**src/rtl/remote_packet_decoder_macros.svh**
```systemverilog
// Assertion helpers for the decoder RTL.
`ifndef REMOTE_PACKET_DECODER_MACROS_SVH
`define REMOTE_PACKET_DECODER_MACROS_SVH

// Same-cycle implication, checked outside reset.
`define RPD_ASSERT_IMP(label, clk, rst_n, ante, cons, msg) \
    label: assert property (@(posedge clk) disable iff (!rst_n) (ante) |-> (cons)) \
        else $error(msg);

// Next-cycle implication, checked outside reset.
`define RPD_ASSERT_NXT(label, clk, rst_n, ante, cons, msg) \
    label: assert property (@(posedge clk) disable iff (!rst_n) (ante) |=> (cons)) \
        else $error(msg);

`endif

```
**src/rtl/rpd_pkg.sv**
```systemverilog
`timescale 1ns / 1ps

package rpd_pkg;

    localparam int PACKET_BYTES = 32;
    localparam int IDX_W        = $clog2(PACKET_BYTES);
    localparam int FIELD_DEPTH  = 10;
    localparam int STICK_BYTES  = 8;
    localparam int SUM_W        = 13;
    localparam int THR_W        = 13;
    localparam int TRIM_W       = 15;
    localparam int ANGLE_W      = 16;
    localparam int YAW_W        = 15;
    localparam int CFG_DATA_W   = 16;
    localparam int CFG_IDX_W    = 3;

    // Byte positions inside a packet, and slots in the field store.
    localparam int FIELD_FIRST  = 2;
    localparam int FIELD_LAST   = 10;
    localparam int KEY_SLOT     = 8;
    localparam int CHECK_SLOT   = 9;

    localparam logic [SUM_W-1:0] SUM_LIMIT = 13'd7500;

    localparam logic CMD_BYTE = 1'b0;
    localparam logic CMD_TICK = 1'b1;

    localparam logic [1:0] KEY_ALT = 2'd1;
    localparam logic [1:0] KEY_AUX = 2'd2;

    typedef enum logic [CFG_IDX_W-1:0] {
        CFG_RELEASE_THRESHOLD = 3'd0,
        CFG_RISE_LIMIT        = 3'd1,
        CFG_FAIL_LIMIT        = 3'd2,
        CFG_ROLL_TRIM         = 3'd3,
        CFG_PITCH_TRIM        = 3'd4,
        CFG_THROTTLE_MIN      = 3'd5,
        CFG_THROTTLE_MAX      = 3'd6
    } t_cfg_idx;

    // Stick word offset for the roll and pitch channels.
    localparam logic [15:0] TILT_ZERO_WORD = 16'd1024;

    // Throttle curve.
    localparam logic [7:0]       THR_MID_START  = 8'd64;
    localparam logic [7:0]       THR_HIGH_START = 8'd192;
    localparam logic [THR_W-1:0] THR_LOW_BASE   = 13'd2001;
    localparam logic [THR_W-1:0] THR_LOW_SLOPE  = 13'd17;
    localparam logic [THR_W-1:0] THR_MID_BASE   = 13'd3089;
    localparam logic [THR_W-1:0] THR_MID_SLOPE  = 13'd5;
    localparam logic [THR_W-1:0] THR_HIGH_BASE  = 13'd3729;
    localparam logic [THR_W-1:0] THR_HIGH_SLOPE = 13'd15;

    // Tilt curve, in degrees scaled by TILT_SCALE.
    localparam int TILT_CENTER      = 128;
    localparam int TILT_KNEE        = 60;
    localparam int TILT_INNER_SLOPE = 200;
    localparam int TILT_OUTER_SLOPE = 300;
    localparam int TILT_KNEE_VALUE  = 11904;
    localparam int TILT_SCALE       = 1280;
    localparam int TILT_MAX_ABS     = 32304;

    // Yaw map: -(s - 128) * 5 * 2^frac / 16.
    localparam int YAW_GAIN      = 5;
    localparam int YAW_SHIFT_DIV = 4;
    localparam int YAW_MAX_ABS   = 640;

    typedef struct packed {
        logic [THR_W-1:0]   throttle;
        logic [ANGLE_W-1:0] roll;
        logic [ANGLE_W-1:0] pitch;
        logic [YAW_W-1:0]   yaw;
    } t_stick_map;

    function automatic logic [7:0] sat_stick(input logic [14:0] v);
        return (|v[14:8]) ? 8'hff : v[7:0];
    endfunction

    function automatic logic [THR_W-1:0] throttle_map(input logic [7:0] s);
        logic [THR_W-1:0] v;
        logic [THR_W-1:0] hi;
        hi = THR_W'(s - THR_HIGH_START) * THR_HIGH_SLOPE;
        if (s < THR_MID_START) begin
            v = THR_LOW_BASE + THR_W'(s) * THR_LOW_SLOPE;
        end else if (s <= THR_HIGH_START) begin
            v = THR_MID_BASE + THR_W'(s - THR_MID_START) * THR_MID_SLOPE;
        end else begin
            v = THR_HIGH_BASE + (hi >> 1);
        end
        return v;
    endfunction

endpackage

```
**src/rtl/rpd_stick_map.sv**
```systemverilog
`timescale 1ns / 1ps

module rpd_stick_map #(
    parameter int ANGLE_FRAC_BITS = 8
) (
    input  logic [rpd_pkg::STICK_BYTES-1:0][7:0] i_field,
    input  logic [rpd_pkg::TRIM_W-1:0]           i_roll_trim,
    input  logic [rpd_pkg::TRIM_W-1:0]           i_pitch_trim,
    output rpd_pkg::t_stick_map                  o_map
);
    import rpd_pkg::*;

    // Signed width of floor(angle * 2^frac / scale).
    localparam int QMAX = ((TILT_MAX_ABS << ANGLE_FRAC_BITS) / TILT_SCALE) + 2;
    localparam int QW   = $clog2(QMAX + 1) + 1;
    localparam int SW   = ((QW > ANGLE_W) ? QW : ANGLE_W) + 1;
    localparam int YW0  = $clog2((YAW_MAX_ABS << (ANGLE_FRAC_BITS - YAW_SHIFT_DIV)) + 1) + 1;
    localparam int YW   = (YW0 > ANGLE_W) ? YW0 : ANGLE_W;

    localparam logic signed [SW-1:0] ANG_MAX = SW'(32767);
    localparam logic signed [SW-1:0] ANG_MIN = SW'(-32768);
    localparam logic signed [YW-1:0] YAW_MAX = YW'(16383);
    localparam logic signed [YW-1:0] YAW_MIN = YW'(-16384);
    localparam logic signed [YW-1:0] YAW_K   = YW'(YAW_GAIN);
    localparam logic [9:0]           CENTER  = 10'(TILT_CENTER);

    // Each entry: {remainder nonzero, floor(tilt * 2^frac / scale)}.
    typedef logic [QW:0] t_tilt_tbl [256];

    function automatic t_tilt_tbl tilt_tbl_build();
        t_tilt_tbl tbl;
        int        d;
        int        a;
        longint    x;
        longint    q;
        logic      nz;
        for (int r = 0; r < 256; r++) begin
            d = r - TILT_CENTER;
            if (d > -TILT_KNEE && d < TILT_KNEE) begin
                a = d * TILT_INNER_SLOPE;
            end else if (d <= -TILT_KNEE) begin
                a = -TILT_KNEE_VALUE + (d + TILT_KNEE) * TILT_OUTER_SLOPE;
            end else begin
                a = TILT_KNEE_VALUE + (d - TILT_KNEE) * TILT_OUTER_SLOPE;
            end
            x  = longint'(a) * (longint'(1) << ANGLE_FRAC_BITS);
            q  = x / TILT_SCALE;
            nz = (x % TILT_SCALE) != 0;
            if (x < 0 && nz) begin
                q = q - 1;
            end
            tbl[r] = {nz, QW'(q)};
        end
        return tbl;
    endfunction

    localparam t_tilt_tbl TILT_TBL = tilt_tbl_build();

    // floor value plus trim, then truncation toward zero, then s16 saturation.
    function automatic logic [ANGLE_W-1:0] tilt_target(
        input logic signed [SW-1:0] q,
        input logic                 nz,
        input logic [TRIM_W-1:0]    trim
    );
        logic signed [SW-1:0] s;
        logic [ANGLE_W-1:0]   v;
        s = q + $signed({{(SW-TRIM_W){trim[TRIM_W-1]}}, trim});
        if (s < 0 && nz) begin
            s = s + SW'(1);
        end
        if (s > ANG_MAX) begin
            v = ANG_MAX[ANGLE_W-1:0];
        end else if (s < ANG_MIN) begin
            v = ANG_MIN[ANGLE_W-1:0];
        end else begin
            v = s[ANGLE_W-1:0];
        end
        return v;
    endfunction

    logic [16:0]          thr_word;
    logic [15:0]          roll_word;
    logic [15:0]          pitch_word;
    logic [7:0]           thr_stick;
    logic [7:0]           yaw_stick;
    logic [7:0]           roll_stick;
    logic [7:0]           pitch_stick;
    logic [QW:0]          roll_e;
    logic [QW:0]          pitch_e;
    logic signed [SW-1:0] roll_q;
    logic signed [SW-1:0] pitch_q;
    logic [9:0]           yaw_d;
    logic signed [YW-1:0] yaw_v;

    always_comb begin
        thr_word    = {1'b0, i_field[1], i_field[0]} + 17'd1;
        roll_word   = TILT_ZERO_WORD - {i_field[5], i_field[4]};
        pitch_word  = TILT_ZERO_WORD - {i_field[7], i_field[6]};
        thr_stick   = sat_stick(thr_word[16:2]);
        yaw_stick   = sat_stick({1'b0, i_field[3], i_field[2][7:2]});
        roll_stick  = sat_stick({1'b0, roll_word[15:2]});
        pitch_stick = sat_stick({1'b0, pitch_word[15:2]});

        roll_e  = TILT_TBL[roll_stick];
        pitch_e = TILT_TBL[pitch_stick];
        roll_q  = $signed({{(SW-QW){roll_e[QW-1]}}, roll_e[QW-1:0]});
        // Pitch uses the negated angle: floor(-x) = -(floor(x) + frac flag).
        pitch_q = -($signed({{(SW-QW){pitch_e[QW-1]}}, pitch_e[QW-1:0]})
                    + $signed(SW'(pitch_e[QW])));

        yaw_d = {2'b00, yaw_stick} - CENTER;
        yaw_v = -($signed({{(YW-10){yaw_d[9]}}, yaw_d}) * YAW_K);
        yaw_v = yaw_v <<< (ANGLE_FRAC_BITS - YAW_SHIFT_DIV);

        o_map.throttle = throttle_map(thr_stick);
        o_map.roll     = tilt_target(roll_q, roll_e[QW], i_roll_trim);
        o_map.pitch    = tilt_target(pitch_q, pitch_e[QW], i_pitch_trim);
        if (yaw_v > YAW_MAX) begin
            o_map.yaw = YAW_MAX[YAW_W-1:0];
        end else if (yaw_v < YAW_MIN) begin
            o_map.yaw = YAW_MIN[YAW_W-1:0];
        end else begin
            o_map.yaw = yaw_v[YAW_W-1:0];
        end
    end

endmodule

```
**src/rtl/remote_packet_decoder.sv**
```systemverilog
`timescale 1ns / 1ps
`include "remote_packet_decoder_macros.svh"

// Channel  | Direction | Handshake         | Payload
// ---------+-----------+-------------------+------------------------------------------
// input    | in        | i_valid / o_stall | i_cmd, i_rx_byte, i_packet_start
// result   | out       | o_valid / i_stall | o_from_packet .. o_link_lost
// config   | in        | i_cfg_we          | i_cfg_index, i_cfg_wdata
//
// One beat per cycle on the input while o_stall is low; a byte waits in the input
// register and, if it ends a packet (or is a tick), passes its result to the result
// register as it advances; all packet arithmetic is combinational in between.
// o_stall rises only while a last byte or a tick waits behind a result held by i_stall;
// other bytes keep flowing into the state registers.
// Reset (synchronous, i_rst_n low) clears state but r_field, loads default config.

module remote_packet_decoder #(
    parameter int SUM_BYTES       = 30,
    parameter int ANGLE_FRAC_BITS = 8
) (
    input  logic                              i_clk,
    input  logic                              i_rst_n,

    input  logic                              i_valid,
    output logic                              o_stall,
    input  logic                              i_cmd,
    input  logic [7:0]                        i_rx_byte,
    input  logic                              i_packet_start,

    output logic                              o_valid,
    input  logic                              i_stall,
    output logic                              o_from_packet,
    output logic                              o_packet_ok,
    output logic [rpd_pkg::THR_W-1:0]         o_throttle,
    output logic signed [rpd_pkg::ANGLE_W-1:0] o_roll_target,
    output logic signed [rpd_pkg::ANGLE_W-1:0] o_pitch_target,
    output logic signed [rpd_pkg::YAW_W-1:0]  o_yaw_rate_target,
    output logic                              o_alt_hold,
    output logic                              o_launch_clear,
    output logic [15:0]                       o_fail_count,
    output logic                              o_link_lost,

    input  logic                              i_cfg_we,
    input  logic [rpd_pkg::CFG_IDX_W-1:0]     i_cfg_index,
    input  logic [rpd_pkg::CFG_DATA_W-1:0]    i_cfg_wdata
);
    import rpd_pkg::*;

    localparam logic [IDX_W-1:0] SUM_END  = IDX_W'(SUM_BYTES);
    localparam logic [IDX_W-1:0] LAST_IDX = IDX_W'(PACKET_BYTES - 1);
    localparam logic [IDX_W-1:0] CHK_IDX  = IDX_W'(PACKET_BYTES - 2);

    // Configuration.
    logic [7:0]        r_release_threshold;
    logic [11:0]       r_rise_limit;
    logic [15:0]       r_fail_limit;
    logic [TRIM_W-1:0] r_roll_trim;
    logic [TRIM_W-1:0] r_pitch_trim;
    logic [THR_W-1:0]  r_throttle_min;
    logic [THR_W-1:0]  r_throttle_max;

    // Input register.
    logic       r_in_valid;
    logic       r_in_cmd;
    logic [7:0] r_in_byte;
    logic       r_in_start;

    // Decoder state.
    logic [IDX_W-1:0]   r_byte_index,    n_byte_index;
    logic [SUM_W-1:0]   r_running_sum,   n_running_sum;
    logic [7:0]         r_field [FIELD_DEPTH];
    logic [7:0]         n_field [FIELD_DEPTH];
    logic [THR_W-1:0]   r_throttle_now,  n_throttle_now;
    logic [THR_W-1:0]   r_throttle_prev, n_throttle_prev;
    logic [ANGLE_W-1:0] r_roll_hold,     n_roll_hold;
    logic [ANGLE_W-1:0] r_pitch_hold,    n_pitch_hold;
    logic [YAW_W-1:0]   r_yaw_hold,      n_yaw_hold;
    logic [1:0]         r_key_code,      n_key_code;
    logic               r_key_pending,   n_key_pending;
    logic [7:0]         r_release_count, n_release_count;
    logic               r_alt_hold,      n_alt_hold;
    logic [15:0]        r_fail_counter,  n_fail_counter;

    // Result register.
    logic               r_out_valid;
    logic               r_out_from_packet;
    logic               r_out_ok;
    logic [THR_W-1:0]   r_out_throttle;
    logic [ANGLE_W-1:0] r_out_roll;
    logic [ANGLE_W-1:0] r_out_pitch;
    logic [YAW_W-1:0]   r_out_yaw;
    logic               r_out_alt_hold;
    logic               r_out_clear;
    logic [15:0]        r_out_fail_count;
    logic               r_out_lost;

    logic               n_ok;
    logic               n_clear;
    logic               n_lost;

    logic [IDX_W-1:0]   w_idx;
    logic               is_tick;
    logic               last;
    logic               has_result;
    logic               out_free;
    logic               advance;
    logic               in_accept;
    logic [THR_W:0]     rise_bound;
    logic [SUM_W-1:0]   sum_base;

    logic [STICK_BYTES-1:0][7:0] stick_bytes;
    t_stick_map                  stick;

    always_comb begin
        for (int j = 0; j < STICK_BYTES; j++) begin
            stick_bytes[j] = r_field[j];
        end
    end

    rpd_stick_map #(
        .ANGLE_FRAC_BITS (ANGLE_FRAC_BITS)
    ) u_stick_map (
        .i_field      (stick_bytes),
        .i_roll_trim  (r_roll_trim),
        .i_pitch_trim (r_pitch_trim),
        .o_map        (stick)
    );

    // A byte that ends no packet never needs the result register, so it never waits.
    assign w_idx      = r_in_start ? '0 : r_byte_index;
    assign is_tick    = (r_in_cmd == CMD_TICK);
    assign last       = !is_tick && (w_idx == LAST_IDX);
    assign has_result = is_tick || last;
    assign out_free   = !r_out_valid || !i_stall;
    assign advance    = r_in_valid && (!has_result || out_free);
    assign o_stall    = r_in_valid && !advance;
    assign in_accept  = i_valid && !o_stall;

    always_comb begin
        n_byte_index    = r_byte_index;
        n_running_sum   = r_running_sum;
        n_field         = r_field;
        n_throttle_now  = r_throttle_now;
        n_throttle_prev = r_throttle_prev;
        n_roll_hold     = r_roll_hold;
        n_pitch_hold    = r_pitch_hold;
        n_yaw_hold      = r_yaw_hold;
        n_key_code      = r_key_code;
        n_key_pending   = r_key_pending;
        n_release_count = r_release_count;
        n_alt_hold      = r_alt_hold;
        n_fail_counter  = r_fail_counter;
        n_ok            = 1'b0;
        n_clear         = 1'b0;
        n_lost          = 1'b0;
        rise_bound      = '0;
        sum_base        = (w_idx == '0) ? '0 : r_running_sum;

        if (advance) begin
            if (is_tick) begin
                if (r_fail_counter > r_fail_limit) begin
                    n_fail_counter = '0;
                    n_throttle_now = '0;
                    n_lost         = 1'b1;
                end
            end else begin
                n_running_sum = sum_base;
                if (w_idx < SUM_END) begin
                    n_running_sum = sum_base + SUM_W'(r_in_byte);
                end
                for (int j = 0; j <= FIELD_LAST - FIELD_FIRST; j++) begin
                    if (w_idx == IDX_W'(j + FIELD_FIRST)) begin
                        n_field[j] = r_in_byte;
                    end
                end
                if (w_idx == CHK_IDX) begin
                    n_field[CHECK_SLOT] = r_in_byte;
                end
                n_byte_index = w_idx + IDX_W'(1);

                if (last) begin
                    n_ok = (r_running_sum != '0) && (r_running_sum < SUM_LIMIT)
                        && (r_field[CHECK_SLOT] == r_running_sum[7:0])
                        && (r_in_byte == {3'b000, r_running_sum[SUM_W-1:8]});
                    if (n_ok) begin
                        n_throttle_now  = stick.throttle;
                        n_throttle_prev = (r_throttle_prev == '0) ? stick.throttle
                                                                  : r_throttle_prev;
                        rise_bound = {1'b0, n_throttle_prev} + (THR_W + 1)'(r_rise_limit);
                        if ({1'b0, n_throttle_now} < rise_bound) begin
                            n_throttle_prev = n_throttle_now;
                        end else begin
                            n_throttle_now = n_throttle_prev;
                        end
                        n_fail_counter = '0;
                        n_roll_hold    = stick.roll;
                        n_pitch_hold   = stick.pitch;
                        n_yaw_hold     = stick.yaw;

                        // Key debounce: a press acts once enough keyless packets follow.
                        if (r_field[KEY_SLOT] == {6'd0, KEY_ALT}
                            || r_field[KEY_SLOT] == {6'd0, KEY_AUX}) begin
                            n_key_code      = r_field[KEY_SLOT][1:0];
                            n_key_pending   = 1'b1;
                            n_release_count = '0;
                        end else if (r_release_count != 8'hff) begin
                            n_release_count = r_release_count + 8'd1;
                        end
                        if (n_release_count > r_release_threshold && n_key_pending) begin
                            if (n_key_code == KEY_ALT) begin
                                n_alt_hold = !r_alt_hold;
                                n_clear    = r_alt_hold;
                            end
                            n_release_count = '0;
                            n_key_pending   = 1'b0;
                        end
                    end else if (!(&r_fail_counter)) begin
                        n_fail_counter = r_fail_counter + 16'd1;
                    end

                    // When the limits cross, the upper bound wins only for a value above it.
                    if (n_throttle_now > r_throttle_max) begin
                        n_throttle_now = r_throttle_max;
                    end else if (n_throttle_now < r_throttle_min) begin
                        n_throttle_now = r_throttle_min;
                    end
                end
            end
        end
    end

    always_ff @(posedge i_clk) begin
        if (!i_rst_n) begin
            r_release_threshold <= 8'd20;
            r_rise_limit        <= 12'd1000;
            r_fail_limit        <= 16'd300;
            r_roll_trim         <= '0;
            r_pitch_trim        <= '0;
            r_throttle_min      <= 13'd2250;
            r_throttle_max      <= 13'd4500;
        end else if (i_cfg_we) begin
            case (i_cfg_index)
                CFG_RELEASE_THRESHOLD: begin
                    r_release_threshold <= i_cfg_wdata[7:0];
                end
                CFG_RISE_LIMIT: begin
                    r_rise_limit <= i_cfg_wdata[11:0];
                end
                CFG_FAIL_LIMIT: begin
                    r_fail_limit <= i_cfg_wdata;
                end
                CFG_ROLL_TRIM: begin
                    r_roll_trim <= i_cfg_wdata[TRIM_W-1:0];
                end
                CFG_PITCH_TRIM: begin
                    r_pitch_trim <= i_cfg_wdata[TRIM_W-1:0];
                end
                CFG_THROTTLE_MIN: begin
                    r_throttle_min <= i_cfg_wdata[THR_W-1:0];
                end
                CFG_THROTTLE_MAX: begin
                    r_throttle_max <= i_cfg_wdata[THR_W-1:0];
                end
                default: begin
                end
            endcase
        end
    end

    always_ff @(posedge i_clk) begin
        if (!i_rst_n) begin
            r_in_valid      <= 1'b0;
            r_out_valid     <= 1'b0;
            r_byte_index    <= '0;
            r_running_sum   <= '0;
            r_throttle_now  <= '0;
            r_throttle_prev <= '0;
            r_roll_hold     <= '0;
            r_pitch_hold    <= '0;
            r_yaw_hold      <= '0;
            r_key_code      <= '0;
            r_key_pending   <= 1'b0;
            r_release_count <= '0;
            r_alt_hold      <= 1'b0;
            r_fail_counter  <= '0;
        end else begin
            if (in_accept) begin
                r_in_valid <= 1'b1;
            end else if (advance) begin
                r_in_valid <= 1'b0;
            end
            if (advance && has_result) begin
                r_out_valid <= 1'b1;
            end else if (!i_stall) begin
                r_out_valid <= 1'b0;
            end
            r_byte_index    <= n_byte_index;
            r_running_sum   <= n_running_sum;
            r_throttle_now  <= n_throttle_now;
            r_throttle_prev <= n_throttle_prev;
            r_roll_hold     <= n_roll_hold;
            r_pitch_hold    <= n_pitch_hold;
            r_yaw_hold      <= n_yaw_hold;
            r_key_code      <= n_key_code;
            r_key_pending   <= n_key_pending;
            r_release_count <= n_release_count;
            r_alt_hold      <= n_alt_hold;
            r_fail_counter  <= n_fail_counter;
        end
    end

    always_ff @(posedge i_clk) begin
        if (in_accept) begin
            r_in_cmd   <= i_cmd;
            r_in_byte  <= i_rx_byte;
            r_in_start <= i_packet_start;
        end
        r_field <= n_field;
        if (advance && has_result) begin
            r_out_from_packet <= !is_tick;
            r_out_ok          <= n_ok;
            r_out_throttle    <= n_throttle_now;
            r_out_roll        <= n_roll_hold;
            r_out_pitch       <= n_pitch_hold;
            r_out_yaw         <= n_yaw_hold;
            r_out_alt_hold    <= n_alt_hold;
            r_out_clear       <= n_clear;
            r_out_fail_count  <= n_fail_counter;
            r_out_lost        <= n_lost;
        end
    end

    assign o_valid           = r_out_valid;
    assign o_from_packet     = r_out_from_packet;
    assign o_packet_ok       = r_out_ok;
    assign o_throttle        = r_out_throttle;
    assign o_roll_target     = r_out_roll;
    assign o_pitch_target    = r_out_pitch;
    assign o_yaw_rate_target = r_out_yaw;
    assign o_alt_hold        = r_out_alt_hold;
    assign o_launch_clear    = r_out_clear;
    assign o_fail_count      = r_out_fail_count;
    assign o_link_lost       = r_out_lost;

    `RPD_ASSERT_IMP(a_tick_flags, i_clk, i_rst_n, o_valid && !o_from_packet, !o_packet_ok && !o_launch_clear, "tick beat carries packet flags")
    `RPD_ASSERT_IMP(a_lost_zeroes, i_clk, i_rst_n, o_valid && o_link_lost, o_throttle == '0 && o_fail_count == '0, "link loss did not cut throttle")
    `RPD_ASSERT_IMP(a_stall_cause, i_clk, i_rst_n, o_stall, r_in_valid && r_out_valid && i_stall, "input stalled without a held result")
    `RPD_ASSERT_NXT(a_last_result, i_clk, i_rst_n, advance && last, o_valid && o_from_packet, "packet end produced no result beat")
    `RPD_ASSERT_IMP(a_key_code, i_clk, i_rst_n, r_key_pending, r_key_code == KEY_ALT || r_key_code == KEY_AUX, "pending key has no valid code")

endmodule

```
**config.mk**
```make
export PLATFORM = sky130hd
export DESIGN_NAME = remote_packet_decoder
export DESIGN_NICKNAME = d
export VERILOG_FILES = /design/src/rtl/rpd_pkg.sv /design/src/rtl/rpd_stick_map.sv /design/src/rtl/remote_packet_decoder.sv
export VERILOG_INCLUDE_DIRS = /design/src /design/src/rtl
export SDC_FILE = /design/constraint.sdc
export NUM_CORES = 1
export LEC_CHECK = 0
export ABC_AREA = 1
export BUFFER_PORTS_ARGS = -buffer_cell sky130_fd_sc_hd__buf_2
export CORE_MARGIN = 3
export CORE_UTILIZATION = 55
export DETAILED_ROUTE_END_ITERATION = 7
export GPL_ROUTABILITY_DRIVEN = 0
export PLACE_DENSITY_LB_ADDON = 0.08
export REMOVE_ABC_BUFFERS = 1
export SYNTH_ARGS = -nofsm -noshare
export SYNTH_HDL_FRONTEND = slang
export SYNTH_SLANG_ARGS = --single-unit
```
**constraint.sdc**
```tcl
create_clock -name i_clk -period 12.03 [get_ports i_clk]
set_input_delay 0.6015 -clock i_clk [delete_from_list [all_inputs] [get_ports i_clk]]
set_output_delay 0.6015 -clock i_clk [all_outputs]
set_load 0.02 [all_outputs]
```
==> flow_summary_export.csv, run 1 <==
group,metric,value,unit
worst_hold_path,hold_class,"primary input to flip-flop",
floorplan,start_util,56.04,%
timing,setup_tns,0,ps
timing,timing.final.crit_share,90.72,%
power_and_ir_drop,power.switching,0.7224,mW
outcome,status,"finished, final reports clean",
route,routed_via_density,5.670,
critical_path,crit_family,"compound AO/OA/AOI/OAI gates",
cells_and_area,final_common_cell,"nand2_1",
global_route,grt_pass1_vias,22672,
route,wl_per_cell,17.22,um
route,routed_wirelength,72650,um
timing,finClkSkew,38.25,ps
yosys,synth.distinct_cells,71,
critical_path,reg2reg_depth,61,
global_route,grtUsageMet2,46.51,%
power_and_ir_drop,clkPwrFrac,44.4,%
floorplan,core,46950,um2
placed_design,port_buffers,116,
timing,drv_slew,0,
clock_tree,clock_latency,590,ps
global_route,met3_usage,3.563,%
cells_and_area,drive_gt1_share,9.637,%
route,first_iter_violations,2382,
timing,relSlewSlack,20.92,%
yosys,avgSynthCellArea,7.542,um2
clock_tree,postCtsSetupBuffers,0,
cells_and_area,n_antenna_cell,0,
power_and_ir_drop,internal_power,2.176,mW
timing,post-route-min-period,10910,ps
global_route,grt_max_degree,116,
floorplan,die-area,50500,um2
cells_and_area,final_cells,4218,
clock_tree,path_clk_slew,60,ps
placed_design,postPlaceCellArea,27470,um2
global_route,antenna_found_initial,0,
floorplan,die_h,224.7,um
global_route,grt_pass1_wl,116200,um
cells_and_area,fin_nets,3860,
critical_path,end_kind,"flip-flop",
floorplan,die_x,224.7,um
critical_path,critPathBufInv,9,
flow_run,max_cap_violations,0,
critical_path,crit_path_start_kind,"flip-flop",
critical_path,worst-path-stages,61,
power_and_ir_drop,pwr-share-comb,7.4,%
global_route,grt_overflow_total,0,
critical_path,critPathKind,"flip-flop to flip-flop",
clock_tree,cts-resized-gates,0,
clock_tree,cts-buffers-inserted,42,
critical_path,crit_fanout,16,
cells_and_area,design_area,28870,um2
timing,max_freq,0.09163,GHz
timing,finalHoldViolations,0,
route,drc,0,
timing,rsz0062_at_grt,"no",
timing,report.final.setup_viol,0,
floorplan,rows,79,
placed_design,hpwlAfterDp,53420,um
critical_path,cp_slowest_cell,"fa_1",
cells_and_area,final_cell_mix,"nand2_1 (669), inv_1 (524), nor2_1 (290)",
worst_hold_path,worstHoldPathCells,1,
yosys,ys_seq_area_share,35.49,%
power_and_ir_drop,p_seq_share,48.2,%
yosys,synthArstFlopShare,0,%
critical_path,critPathMostFrequentCell,"nand2_1",
route,antenna_left,0,
floorplan,pin_count,117,
yosys,yosys_register_bits,382,
power_and_ir_drop,vdd_ir_drop_max,0.1071,mV
clock_tree,root_buffer,"clkbuf_16",
clock_tree,postCtsHoldBufs,0,
clock_tree,cts_tree,"done",
critical_path,cp_data_arrival_time,11240,ps
route,vias,23916,
yosys,yosysWarnings,0,
yosys,synth_edf_count,169,
timing,setup_ws,1116,ps
placed_design,place_inst,4141,
yosys,synthCells,3489,
power_and_ir_drop,leakage,13.28,nW
global_route,use_met1,38.46,%
clock_tree,clkSinkCount,382,
power_and_ir_drop,p_per_area,100.4,nW/um2
clock_tree,h-tree-depth,2,
placed_design,place_ws,1350,ps
critical_path,max_stage_delay,510,ps
critical_path,cp.required,12350,ps
yosys,synth_flop_cell,"dfxtp_1",
power_and_ir_drop,swShare,24.92,%
global_route,grt.busiest_layer,"met2",
route,first_pass_iters,5,
global_route,track_usage,28.31,%
yosys,netlist_area,26310,um2
cells_and_area,syn2layout_area_growth,9.705,%
timing,worstMarginPinSlew,1186,ps
clock_tree,clockBufferDepth,3,
## power by group through the flow
stage / clock, mW / sequential (mW) / combinational [mW]
finish: 1.29 / 1.40 / 0.215
CTS: 1.31 / 1.40 / 0.212
floorplan: 0 / 1.42 / 0.135
global placement: 0 / 1.42 / 0.206
global route: 1.36 / 1.40 / 0.241
detailed placement: 0 / 1.42 / 0.211
## layer usage
| metal | vias up | routed length, um |
|---|---|---|
| li1 | 11799 | - |
| met1 | 11054 | 31880 |
| met2 | 897 | 33220 |
| met3 | 166 | 4999 |
| met4 | 0 | 2549 |
| met5 | - | 0 |
## kinds of logic (layout without fill, tap and decap cells)
kind of cell	count (synthesis)	in the layout	synth area share, %
and+or+nand+nor	1352	1352	22.71
xor gates and xnor gates	91	91	3.029
buffers and inverters	642	764	9.272
AOI/OAI and AO/OA	774	774	16.99
DFF	382	382	35.49
adders and majority gates	248	248	12.51
## flip-flops by register name, indices dropped and copies added, names as in the netlist, 15 cells and up
register,flops
r_field,78
o_fail_count,16
o_pitch_target,16
o_roll_target,16
r_fail_counter,16
r_fail_limit,16
r_pitch_hold,16
r_roll_hold,16
o_yaw_rate_target,15
r_pitch_trim,15
r_roll_trim,15
r_yaw_hold,15
## synthesized netlist by cell type, types with 24 or more instances
cell / n / area (um2)
a21oi_1: 281 / 1406
a31oi_1: 25 / 156.4
and2_1: 24 / 150.1
clkbuf_1: 82 / 307.8
dfxtp_1: 213 / 4264
edfxtp_1: 169 / 5075
fa_1: 25 / 500.5
ha_1: 223 / 2790
inv_1: 525 / 1971
nand2_1: 669 / 2511
nand3_1: 161 / 805.8
nand4_1: 33 / 206.5
nor2_1: 291 / 1092
nor3_1: 40 / 200.2
o211ai_1: 51 / 382.9
o21ai_0: 272 / 1361
or2_2: 42 / 262.8
xnor2_1: 36 / 315.3
xor2_1: 55 / 481.7
## stage by stage
stage / power, mW / hold WS [ps] / util, %
6_report: 2.899 / 178.0 / 61.48
5_1_grt: 3.002 / 163.0 / 61.48
4_1_cts: 2.918 / 155.5 / 61.47
3_5_place_dp: 1.635 / 446.2 / 58.52
3_3_place_gp: 1.630 / 443.7 / 58.52
2_1_floorplan: 1.555 / 427.4 / -
## final timing paths
| path | slack, ps | from | endpoint |
|---|---|---|---|
| max reg2reg | 1120 | r_field[75] | o_throttle[12] |
| min | 180 | i_rx_byte[4] | r_in_byte[4] |
| max | 1120 | r_field[75] | o_throttle[12] |
| min reg2reg | 450 | r_roll_trim[11] | r_roll_trim[11] |
## layout make-up
cell class	instances	area, um2
fillers	4166	18080
multi-input cells	2465	14560
flip-flops and latches	382	9339
inverters	549	2072
clock buffers	54	1157
well taps	607	759.5
repair buffers	138	748.2
clock inverters	23	231.5
(Power assumes the default switching activity.)
==> run 2, diff against run 1 <==
--- a/config.mk
+++ b/config.mk
@@ -6,7 +6,6 @@
 export SDC_FILE = /design/constraint.sdc
 export NUM_CORES = 1
 export LEC_CHECK = 0
-export ABC_AREA = 1
 export BUFFER_PORTS_ARGS = -buffer_cell sky130_fd_sc_hd__buf_2
 export CORE_MARGIN = 3
 export CORE_UTILIZATION = 55
==> flow_summary_export.csv, run 2 <==
group,metric,value,unit
outcome,status,"finished, final reports clean",
floorplan,die_x,228.1,um
floorplan,rows,80,
clock_tree,postCtsHoldBufs,0,
clock_tree,cts_tree,"done",
timing,timing.final.crit_share,93.94,%
yosys,netlist_area,27120,um2
timing,report.final.setup_viol,0,
cells_and_area,design_area,29830,um2
yosys,synth.distinct_cells,111,
floorplan,start_util,56.22,%
yosys,yosysWarnings,0,
critical_path,worst-path-stages,50,
critical_path,reg2reg_depth,50,
route,first_pass_iters,8,
route,vias,24901,
critical_path,critPathBufInv,6,
cells_and_area,largest_register_ffs,78,
floorplan,die-area,52010,um2
yosys,synth_commonest_cells,"nand2_1 (418), a21oi_1 (256), nor2_1 (239)",
critical_path,critPathMostFrequentCell,"a21o_1",
critical_path,cp_slowest_cell,"or3_1",
clock_tree,clkSinkCount,382,
route,first_iter_violations,2381,
clock_tree,cts-buffers-inserted,41,
global_route,grt_overflow_total,0,
timing,finalHoldViolations,0,
critical_path,crit_fanout,10,
route,antenna_left,0,
clock_tree,clock_latency,590,ps
timing,finClkSkew,35.38,ps
power_and_ir_drop,power.switching,0.6627,mW
clock_tree,path_clk_slew,70,ps
clock_tree,clockBufferDepth,3,
flow_run,max_cap_violations,0,
yosys,synth_top_area_share,18.71,%
yosys,synth_top_area_cell,"edfxtp_1",
global_route,grt_max_degree,74,
floorplan,pin_count,117,
power_and_ir_drop,pwr-share-comb,5.6,%
cells_and_area,syn2layout_area_growth,9.969,%
critical_path,cp_data_arrival_time,11640,ps
yosys,synth_edf_count,169,
cells_and_area,top_register,"r_field",
placed_design,postPlaceCellArea,28330,um2
worst_hold_path,worstHoldPathCells,1,
timing,relSlewSlack,18.81,%
power_and_ir_drop,leakage,12.25,nW
power_and_ir_drop,p_seq_share,48.8,%
critical_path,critPathKind,"flip-flop to flip-flop",
clock_tree,h-tree-depth,2,
clock_tree,root_buffer,"clkbuf_16",
timing,worstMarginPinSlew,1213,ps
timing,max_freq,0.08849,GHz
power_and_ir_drop,swShare,23.41,%
yosys,avgSynthCellArea,8.434,um2
placed_design,place_ws,-24.13,ps
route,routed_wirelength,78260,um
global_route,antenna_found_initial,4,
global_route,grt_pass1_wl,124900,um
cells_and_area,final_cell_mix,"nand2_1 (417), a21oi_1 (254), nor2_1 (236)",
route,drc,0,
route,routed_via_density,6.263,
yosys,synth.most_common_cell,"nand2_1",
worst_hold_path,hold_class,"primary input to flip-flop",
floorplan,die_h,228.1,um
yosys,yosys-top-cells-area,"edfxtp_1 (19%), dfxtp_1 (16%), ha_1 (10%), nand2_1 (5.8%), a21oi_1 (4.7%)",
critical_path,crit_path_start_kind,"flip-flop",
yosys,synthArstFlopShare,0,%
critical_path,crit_family,"compound AO/OA/AOI/OAI gates",
global_route,track_usage,29.02,%
placed_design,port_buffers,116,
yosys,synth_flop_cell,"dfxtp_1",
power_and_ir_drop,clkPwrFrac,45.6,%
route,wl_per_cell,19.68,um
power_and_ir_drop,vdd_ir_drop_max,0.09391,mV
timing,drv_slew,0,
floorplan,core,48250,um2
critical_path,cp.required,12370,ps
cells_and_area,fin_nets,3567,
placed_design,hpwlAfterDp,56730,um
power_and_ir_drop,p_per_area,94.91,nW/um2
critical_path,max_stage_delay,450,ps
timing,post-route-min-period,11300,ps
global_route,grt_pass1_vias,23718,
cells_and_area,drive_gt1_share,9.765,%
yosys,ys_seq_area_share,34.43,%
timing,setup_tns,0,ps
cells_and_area,final_common_cell,"nand2_1",
yosys,synthCells,3216,
critical_path,end_kind,"flip-flop",
timing,setup_ws,729.1,ps
yosys,yosys_register_bits,382,
power_and_ir_drop,internal_power,2.168,mW
run 2: changes by cell type in the layout (fill, tap and decap cells not counted), sizes merged, moves of 27 or more:
cell,delta
a31oi,+43
nor2b,+31
a21o,+61
xnor2,+48
and2,+55
o21ai,-113
nor2,-71
nand2,-273
or3,+29
a21oi,-27
nand3,-48
inv,-357
buf,+31
run 2: kinds of logic after synthesis:
kind of cell	Yosys count	synth area share, %
simple gates	1176	21.00
compound gates	908	21.97
flops	382	34.43
buf+inv	332	4.733
fa+ha+maj	253	12.33
xor+xnor	137	4.479
mux	28	1.056
run 2: metrics by stage:
step | power, mW | std cells | util, % | hold WS [ps]
after floorplan | 1.500 | 3073 | - | 436.3
after global placement | 1.561 | 3891 | 58.72 | 443.9
after CTS | 2.852 | 3967 | 61.58 | 161.9
after global routing | 2.925 | 3976 | 61.82 | 169.7
final | 2.831 | 3976 | 61.82 | 188.2
after detailed placement | 1.565 | 3891 | 58.72 | 448.1
run 2: area by class of cell:
cell class                 count  area, um2
clock buffer                  63       1180
multi-input combinational   2502      16590
timing repair buffer         169      978.4
clock inverter                13      197.7
inverter                     189      711.9
fill                        4267      18420
sequential                   382       9339
tap                          656      820.8
antenna                        2      5.005
run 2: worst paths after layout:
| path | from | end | slack [ps] |
|---|---|---|---|
| setup / recovery | r_field[74] | o_throttle[5] | 730 |
| hold / removal | i_rx_byte[4] | r_in_byte[4] | 190 |
| setup reg to reg | r_field[74] | o_throttle[5] | 730 |
| hold reg to reg | r_fail_limit[10] | r_fail_limit[10] | 460 |
run 2: metal layers:
layer	track usage, %	part of all wire (%)
met3	4.341	7.9
met2	47.65	46
met1	38.77	42
met4	11.09	3.7
met5	0	0
run 2: what timing repair did:
item | CTS | global route
buffers inserted | 0 | 7
resized for setup | 2 | 16
endpoints found under the setup margin | 5 | 26
pin swaps | 0 | 3
run 2: power groups by stage:
stage / clock, mW / combinational (mW) / sequential [mW]
2_1_floorplan: 0 / 0.0937 / 1.41
3_3_place_gp: 0 / 0.152 / 1.41
3_5_place_dp: 0 / 0.156 / 1.41
4_1_cts: 1.31 / 0.157 / 1.38
5_1_grt: 1.37 / 0.174 / 1.38
6_report: 1.29 / 0.159 / 1.38
